[config.mk]
export PLATFORM = sky130hd
export DESIGN_NAME = frmar_divider
export DESIGN_NICKNAME = d
export VERILOG_FILES = /design/src/sv/frmar_pkg.sv /design/src/sv/frmar_divider.sv
export SDC_FILE = /design/constraint.sdc
export NUM_CORES = 1
export LEC_CHECK = 0
export ABC_AREA = 1
export BUFFER_PORTS_ARGS = -buffer_cell sky130_fd_sc_hd__buf_4
export CAP_MARGIN = 10
export CELL_PAD_IN_SITES_DETAIL_PLACEMENT = 0
export CELL_PAD_IN_SITES_GLOBAL_PLACEMENT = 2
export CORE_UTILIZATION = 32
export DETAILED_ROUTE_END_ITERATION = 8
export GPL_TIMING_DRIVEN = 0
export PLACE_DENSITY = 0.79
export SYNTH_ARGS = -nofsm -noshare
export SYNTH_HDL_FRONTEND = slang
export SYNTH_SLANG_ARGS = --single-unit
export TNS_END_PERCENT = 1
[constraint.sdc]
create_clock -name i_clk -period 4.1 [get_ports i_clk]
set_input_delay 0.205 -clock i_clk [delete_from_list [all_inputs] [get_ports i_clk]]
set_output_delay 0.205 -clock i_clk [all_outputs]
set_load 0.02 [all_outputs]
[src/sv/frmar_pkg.sv]
// ============================================================================
// frmar_pkg
// Shared widths, register indexes and saturation helpers for the flex row
// main-axis resolver.
// ============================================================================
`default_nettype none

package frmar_pkg;

    localparam int MAX_ITEMS_DEF = 64;

    localparam int LEN_W     = 32;             // Q23.8 lengths
    localparam int PAD_W     = 31;             // unsigned paddings and borders
    localparam int GROW_W    = 16;             // Q8.8 grow factor
    localparam int GTOT_W    = 23;             // grow sum
    localparam int TOTAL_W   = 40;             // saturating basis sum
    localparam int SLACK_W   = 42;             // signed free space
    localparam int FREEP_W   = 40;             // positive free space bits
    localparam int HALF_W    = FREEP_W / 2;    // free space split for multiply
    localparam int PROD_W    = GROW_W + FREEP_W;
    localparam int DIV_STEPS = PROD_W / 2;     // two quotient bits per cycle
    localparam int ENTRY_W   = GROW_W + LEN_W; // one row entry in memory

    localparam int PADDR_W   = 5;
    localparam int PDATA_W   = 32;

    typedef enum logic [2:0] {
        REG_AVAIL_WIDTH = 3'd0,
        REG_PAD_LEFT    = 3'd1,
        REG_PAD_RIGHT   = 3'd2,
        REG_EDGE_LEFT   = 3'd3,
        REG_EDGE_RIGHT  = 3'd4,
        REG_ORIGIN_X    = 3'd5,
        REG_START_Y     = 3'd6,
        REG_SPARE_ZERO  = 3'd7
    } t_reg_idx;

    localparam int BASIS_KIND_LENGTH = 1;

    // Clamp a signed value to the 32-bit signed range.
    function automatic logic signed [LEN_W-1:0] sat32(input logic signed [63:0] v);
        logic signed [LEN_W-1:0] res;
        if (v > 64'sd2147483647) begin
            res = 32'sh7fff_ffff;
        end else if (v < -64'sd2147483648) begin
            res = 32'sh8000_0000;
        end else begin
            res = v[LEN_W-1:0];
        end
        return res;
    endfunction

    // Clamp a signed value to the 40-bit signed range of the basis sum.
    function automatic logic signed [TOTAL_W-1:0] sat40(input logic signed [63:0] v);
        logic signed [TOTAL_W-1:0] res;
        if (v > 64'sd549755813887) begin
            res = {1'b0, {(TOTAL_W-1){1'b1}}};
        end else if (v < -64'sd549755813888) begin
            res = {1'b1, {(TOTAL_W-1){1'b0}}};
        end else begin
            res = v[TOTAL_W-1:0];
        end
        return res;
    endfunction

endpackage

`default_nettype wire

[src/sv/frmar_divider.sv]
// ============================================================================
// frmar_divider
// Unsigned restoring divider that retires two quotient bits per cycle.
// ============================================================================
`default_nettype none

module frmar_divider (
    input  wire                              i_clk,
    input  wire                              i_rst_n,
    input  wire                              i_start,
    input  wire [frmar_pkg::PROD_W-1:0]      i_dividend,
    input  wire [frmar_pkg::GTOT_W-1:0]      i_divisor,
    output logic                             o_done,
    output logic [frmar_pkg::PROD_W-1:0]     o_quotient
);
    import frmar_pkg::*;

    localparam int CNT_W = $clog2(DIV_STEPS);

    logic                r_busy;
    logic [CNT_W-1:0]    r_cnt;
    logic [PROD_W-1:0]   r_num;
    logic [GTOT_W-1:0]   r_rem;
    logic [GTOT_W-1:0]   r_div;

    logic [GTOT_W:0]     s1;
    logic [GTOT_W:0]     s2;
    logic                ge1;
    logic                ge2;
    logic [GTOT_W-1:0]   rem1;
    logic [GTOT_W-1:0]   n_rem;

    // The partial remainder stays below the divisor, so it fits in GTOT_W bits.
    always_comb begin
        s1    = {r_rem, r_num[PROD_W-1]};
        ge1   = s1 >= {1'b0, r_div};
        rem1  = ge1 ? GTOT_W'(s1 - {1'b0, r_div}) : s1[GTOT_W-1:0];
        s2    = {rem1, r_num[PROD_W-2]};
        ge2   = s2 >= {1'b0, r_div};
        n_rem = ge2 ? GTOT_W'(s2 - {1'b0, r_div}) : s2[GTOT_W-1:0];
    end

    always_ff @(posedge i_clk) begin
        if (!i_rst_n) begin
            r_busy <= 1'b0;
            r_cnt  <= '0;
        end else if (i_start) begin
            r_busy <= 1'b1;
            r_cnt  <= CNT_W'(DIV_STEPS - 1);
        end else if (r_busy) begin
            r_cnt <= r_cnt - 1'b1;
            if (r_cnt == '0) begin
                r_busy <= 1'b0;
            end
        end
    end

    always_ff @(posedge i_clk) begin
        if (i_start) begin
            r_num <= i_dividend;
            r_rem <= '0;
            r_div <= i_divisor;
        end else if (r_busy) begin
            r_num <= {r_num[PROD_W-3:0], ge1, ge2};
            r_rem <= n_rem;
        end
    end

    assign o_done     = r_busy && (r_cnt == '0);
    assign o_quotient = r_num;

endmodule

`default_nettype wire

Yosys cells after proc, flatten, opt, wreduce, memory -nomap -nowiden:

Cells that the tools add are included.

* register bits: 108
* input port bits: 82
* output and inout port bits: 57
* logic and storage cells: 25

* add/subtract/negate cells: 3
* magnitude comparators: 2
* muxes and demuxes: 9
* bitwise gates (word level): 1
* reductions and logical operators: 4

Operators by type and width (number)
* $mux 56: 2
* $ge 24x23->1: 2
* $mux 23: 2
* $sub 23x23->23: 2
* $mux 5: 2
* $logic_not 5->1: 1
* $sub 5x1->5 const B: 1
* $mux 1: 3
* $reduce_bool 2->1: 1
* $reduce_or 2->1: 1
* $logic_and 1x1->1: 1
* $not 1->1: 1

Depth between registers and ports, before layout:

* depth after elaboration: 5
* depth in mapped cells: 32

Worst setup path before layout:

OpenSTA, ideal clock, no wires.

* path kind: reg2reg
* from: reg r_num[55] (netlist: o_quotient[55])
* to: reg r_num[0] (netlist: o_quotient[0]) (data pin)
* data arrival time: 3459 ps
* slack: 389 ps
* cell stages (with the launch flop): 27
* path buffers: 2
* cell sequence: edfxtp_1 > inv_1 > ha_1 > fa_1 > inv_1 > nand3_1 > nand2_2 > nand2_1 > nand3_1 > nand2_2 > nand3_4 > buf_4 > nand2_1 > o21ai_1 > inv_1 > ha_1 > a21oi_1 > nand2_1 > a21oi_1 > nand4_1 > nand2_1 > nand2_2 > nand2_4 > nand3_4 > buf_6 > nand2_1 > nand2_1

* cells in the longest elaborated chain, start to end: 5

RTL lines
* from (decl): RTL line frmar_divider.sv:22 `logic [PROD_W-1:0] r_num;`
* from (signal assigned): RTL line frmar_divider.sv:60 `r_num <= i_dividend;`
* from (signal assigned): RTL line frmar_divider.sv:64 `r_num <= {r_num[PROD_W-3:0], ge1, ge2};`
* $sub 23x23->23 / $ge 24x23->1 (equally long branches): RTL line frmar_divider.sv:37, frmar_divider.sv:36
* $mux 23 *: RTL line frmar_divider.sv:37 `rem1 = ge1 ? GTOT_W'(s1 - {1'b0, r_div}) : s1[GTOT_W-1:0];`
* $ge 24x23->1 *: RTL line frmar_divider.sv:39 `ge2 = s2 >= {1'b0, r_div};`
* $mux 56 *: RTL line frmar_divider.sv:63 `end else if (r_busy) begin`
* $mux 56 *: RTL line frmar_divider.sv:59 `if (i_start) begin`

Every way passes the cells marked *; elsewhere a longest branch is shown, timed or not. The select of a mux whose other input is x is not followed.
A chain may end at the register's enable or synchronous reset.

Final worst setup path:

* from: reg r_div[0]
* to: reg r_num[0] (netlist: o_quotient[0]) (data pin)

* cells in the longest elaborated chain, start to end: 5

RTL lines
* from (decl): RTL line frmar_divider.sv:24 `logic [GTOT_W-1:0] r_div;`
* from (signal assigned): RTL line frmar_divider.sv:62 `r_div <= i_divisor;`
* $sub 23x23->23 / $ge 24x23->1 (equally long branches): RTL line frmar_divider.sv:37, frmar_divider.sv:36
* $mux 23: RTL line frmar_divider.sv:37
* $ge 24x23->1 *: RTL line frmar_divider.sv:39
* $mux 56 *: RTL line frmar_divider.sv:63
* $mux 56 *: RTL line frmar_divider.sv:59

Marks and branches as above.

==> flow_summary.toml <==
[clock_tree]
cts_made_buffers = 9
cts_root_buf = "clkbuf_16"
cts_tree = "done"
clk_path_buf_depth = 2
htreeDepth = 3
clock_sinks = 108
cts.clk_slew.worst_paths_ns = 0.10
clock_latency_ns = 0.37

[grt]
grt-ovfl-total = 0
grt.total_usage_pct = 20.8
grt_pass1_vias = 7680
grt_max_degree = 43
grt_pass1_wl_um = 41200
antenna_found_initial = 0

[critical_path]
reg2reg_slack_ns = 0.11
critPathBufInv = 6
max_stage_delay_ns = 0.46
crit_type = "flop to flop"
worstReg2RegEnd = "o_quotient[0]"
path_max_fanout = 9
crit_top_cell = "nand2_1"
slowest_stage = "edfxtp_1"
cp-start-kind = "flop"
arrival_ns = 4.12
worstPathRequired_ns = 4.23
r2r_start = "r_div[0]"
cp_top_family = "simple AND/OR/NAND/NOR gates"
reg2regPathDepth = 30
end_kind = "flop"

[power]
finalPower_uw = 9930
leakage_uw = 0.00532
p_per_area_nw_per_um2 = 947
ir_worst_vdd_mv = 0.490

[route]
drc = 0
wl_per_cell_um = 15.9
via_count = 7819
finalWirelength_um = 26600
drt_iter0_drc = 437
avgViaCountPerCell = 4.69
antenna_left = 0
drt_first_pass_iters = 4

[synthesis]
synth_edf_count = 79
synth_top_area_cell = "edfxtp_1"
yosysMostFrequentCell = "nand2_1"
yosys_warnings = 0
ys_seq_elements = 108
netlist_top_cells_area = "edfxtp_1 30%, nand2_1 23%, inv_1 7.7%, ha_1 7.5%, dfxtp_1 7.3%"
synth_flop_cell = "edfxtp_1"
postSynth.asyncResetShare_pct = 0
synth_top_area_share_pct = 29.7
yosysSeqAreaShare_pct = 37.0
ys_types = 43
avgSynthCellArea_um2 = 6.90
synthTopCellsByCount = "496 x nand2_1, 164 x inv_1, 79 x edfxtp_1"
syn_nets = 1289
synth_cells = 1157
synth_area_um2 = 7980

[floorplanning]
die_area_um2 = 25600
coreArea_um2 = 24400
rows = 57
floorplan.io_pins = 139
die_y_um = 160
start_util_pct = 32.7
die_x_um = 160

[run_status]
status = "complete, no violations"

[hold_path]
min_to = "r_div[9]"
holdCritStartpoint = "i_divisor[9]"
min_path_cells = 1
hold_class = "input port to flop"

[sta]
finalCritPeriodShare_pct = 97.3
setup_viol = 0
finalHoldViolCount = 0
clock_skew_ns = 0.0177
holdWs_ns = 0.0108
slew_violations = 0
max_freq_mhz = 251
tightestPinTransition_ns = 0.794
period_minus_slack_ns = 3.99
max_slew_margin_pct = 46.9
rsz0062_at_grt = "yes"

[run]
drv_cap = 0

[place]
dp_hpwl_um = 21500
place_congestion = 0.844
portBuffers = 138

[finish]
layout.nets = 1468
area_growth_pct = 31.4
drive_above_1_share_pct = 22.9
fill_cells = 2650
-- through the flow --
| stage | area, um2 | std cells | setup WS, ns | utilization, % | TNS [ns] |
|---|---|---|---|---|---|
| after CTS | 10100 | 1651 | 0.0101 | 41.3 | 0 |
| after detailed placement | 9440 | 1620 | -0.348 | 38.7 | -6.72 |
| final | 10500 | 1666 | 0.110 | 43.0 | 0 |
| after global routing | 10500 | 1665 | -0.121 | 43.0 | -2.06 |
| after floorplan | 7980 | 1157 | 0.389 | - | 0 |
| after global placement | 9420 | 1619 | -0.384 | 38.6 | -7.48 |
-- layout make-up --
class,count,area [um2],share of cell area (%)
multi-input combinational,843,4620,44.1
sequential,108,2950,28.2
timing repair buffer,168,1330,12.7
inverter,176,664,6.33
tap,324,405,3.86
clock buffer,9,225,2.15
buffer,30,198,1.88
clock inverter,7,91.3,0.871
antenna,1,2.50,0.0239
-- flip-flops by register name, indices dropped and copies added, names as in the netlist --
name	count
r_div	23
r_rem	23
r_cnt	5
o_quotient	56
r_busy	1
-- worst max-delay path by stage --
stage                         from            end  slack (ns)  cells past startpoint
floorplan           o_quotient[55]  o_quotient[0]        0.39                     26
global placement    o_quotient[55]  o_quotient[0]       -0.38                     28
detailed placement  o_quotient[55]  o_quotient[0]       -0.35                     28
CTS                       r_div[9]  o_quotient[0]        0.01                     31
global route              r_div[0]  o_quotient[0]       -0.12                     27
finish                    r_div[0]  o_quotient[0]        0.11                     30
-- cells in the final DEF, fill, tap and decap left out, types with 3 or more instances in the layout --
cell           netlist  layout
nand2_1            496     481
buf_4                2     159
inv_1              164     146
edfxtp_1            79      79
nand3_1             65      59
nor2_1              54      50
nand4_1             36      36
a21oi_1             37      30
dfxtp_1             29      29
inv_2               10      27
ha_1                48      22
nand2_2              6      20
ha_4                 0      18
xnor2_1             17      17
clkbuf_1            14      14
o21ai_0             13      13
clkbuf_16            0      11
xor2_1              10      10
o21ai_2              1       9
a21oi_2              2       9
ha_2                 0       8
dlygate4sd3_1        0       8
nor2_2               6       7
a31oi_1              7       7
nand3_2              0       6
o21bai_1             5       5
or2_0                5       5
o21ai_1             12       4
nand3b_1             4       4
buf_2                6       4
nand3_4              3       3
buf_6                4       3
buf_8                0       3
buf_1                3       3
nor3_1               4       3
nor2_4               0       3
inv_8                0       3
-- repair_timing --
action,CTS,global route
resized for setup,40,67
hold buffers,8,0
gates cloned,0,2
hold endpoints to repair,8,0
setup buffers,7,12
pin swaps,4,7
endpoints found under the setup margin,24,24
-- metal layers --
| layer | track usage, % | vias up | share of wire, % |
|---|---|---|---|
| li1 | - | 4045 | - |
| met1 | 27.6 | 3560 | 47 |
| met2 | 34.8 | 196 | 46 |
| met3 | 3.97 | 18 | 5.3 |
| met4 | 4.59 | 0 | 1.4 |
| met5 | 0 | - | 0 |
-- kinds of logic (layout without fill, tap and decap cells) --
kind of cell / Yosys count / after routing / synth area share, %
other cells: 0 / 1 / 0
xor+xnor: 27 / 27 / 2.96
fa+ha+maj: 50 / 50 / 8.03
simple gates: 683 / 683 / 35.9
buf+inv: 206 / 390 / 10.3
compound gates: 83 / 83 / 5.85
flops: 108 / 108 / 37.0
-- power by group --
part | internal, uW | switching [uW] | leakage (uW)
sequential | 1400 | 173 | 0.00104
clock | 449 | 524 | 0.000155
combinational | 3020 | 4370 | 0.00413
total | 4870 | 5060 | 0.00532
Power figures use the tool's default switching activity.
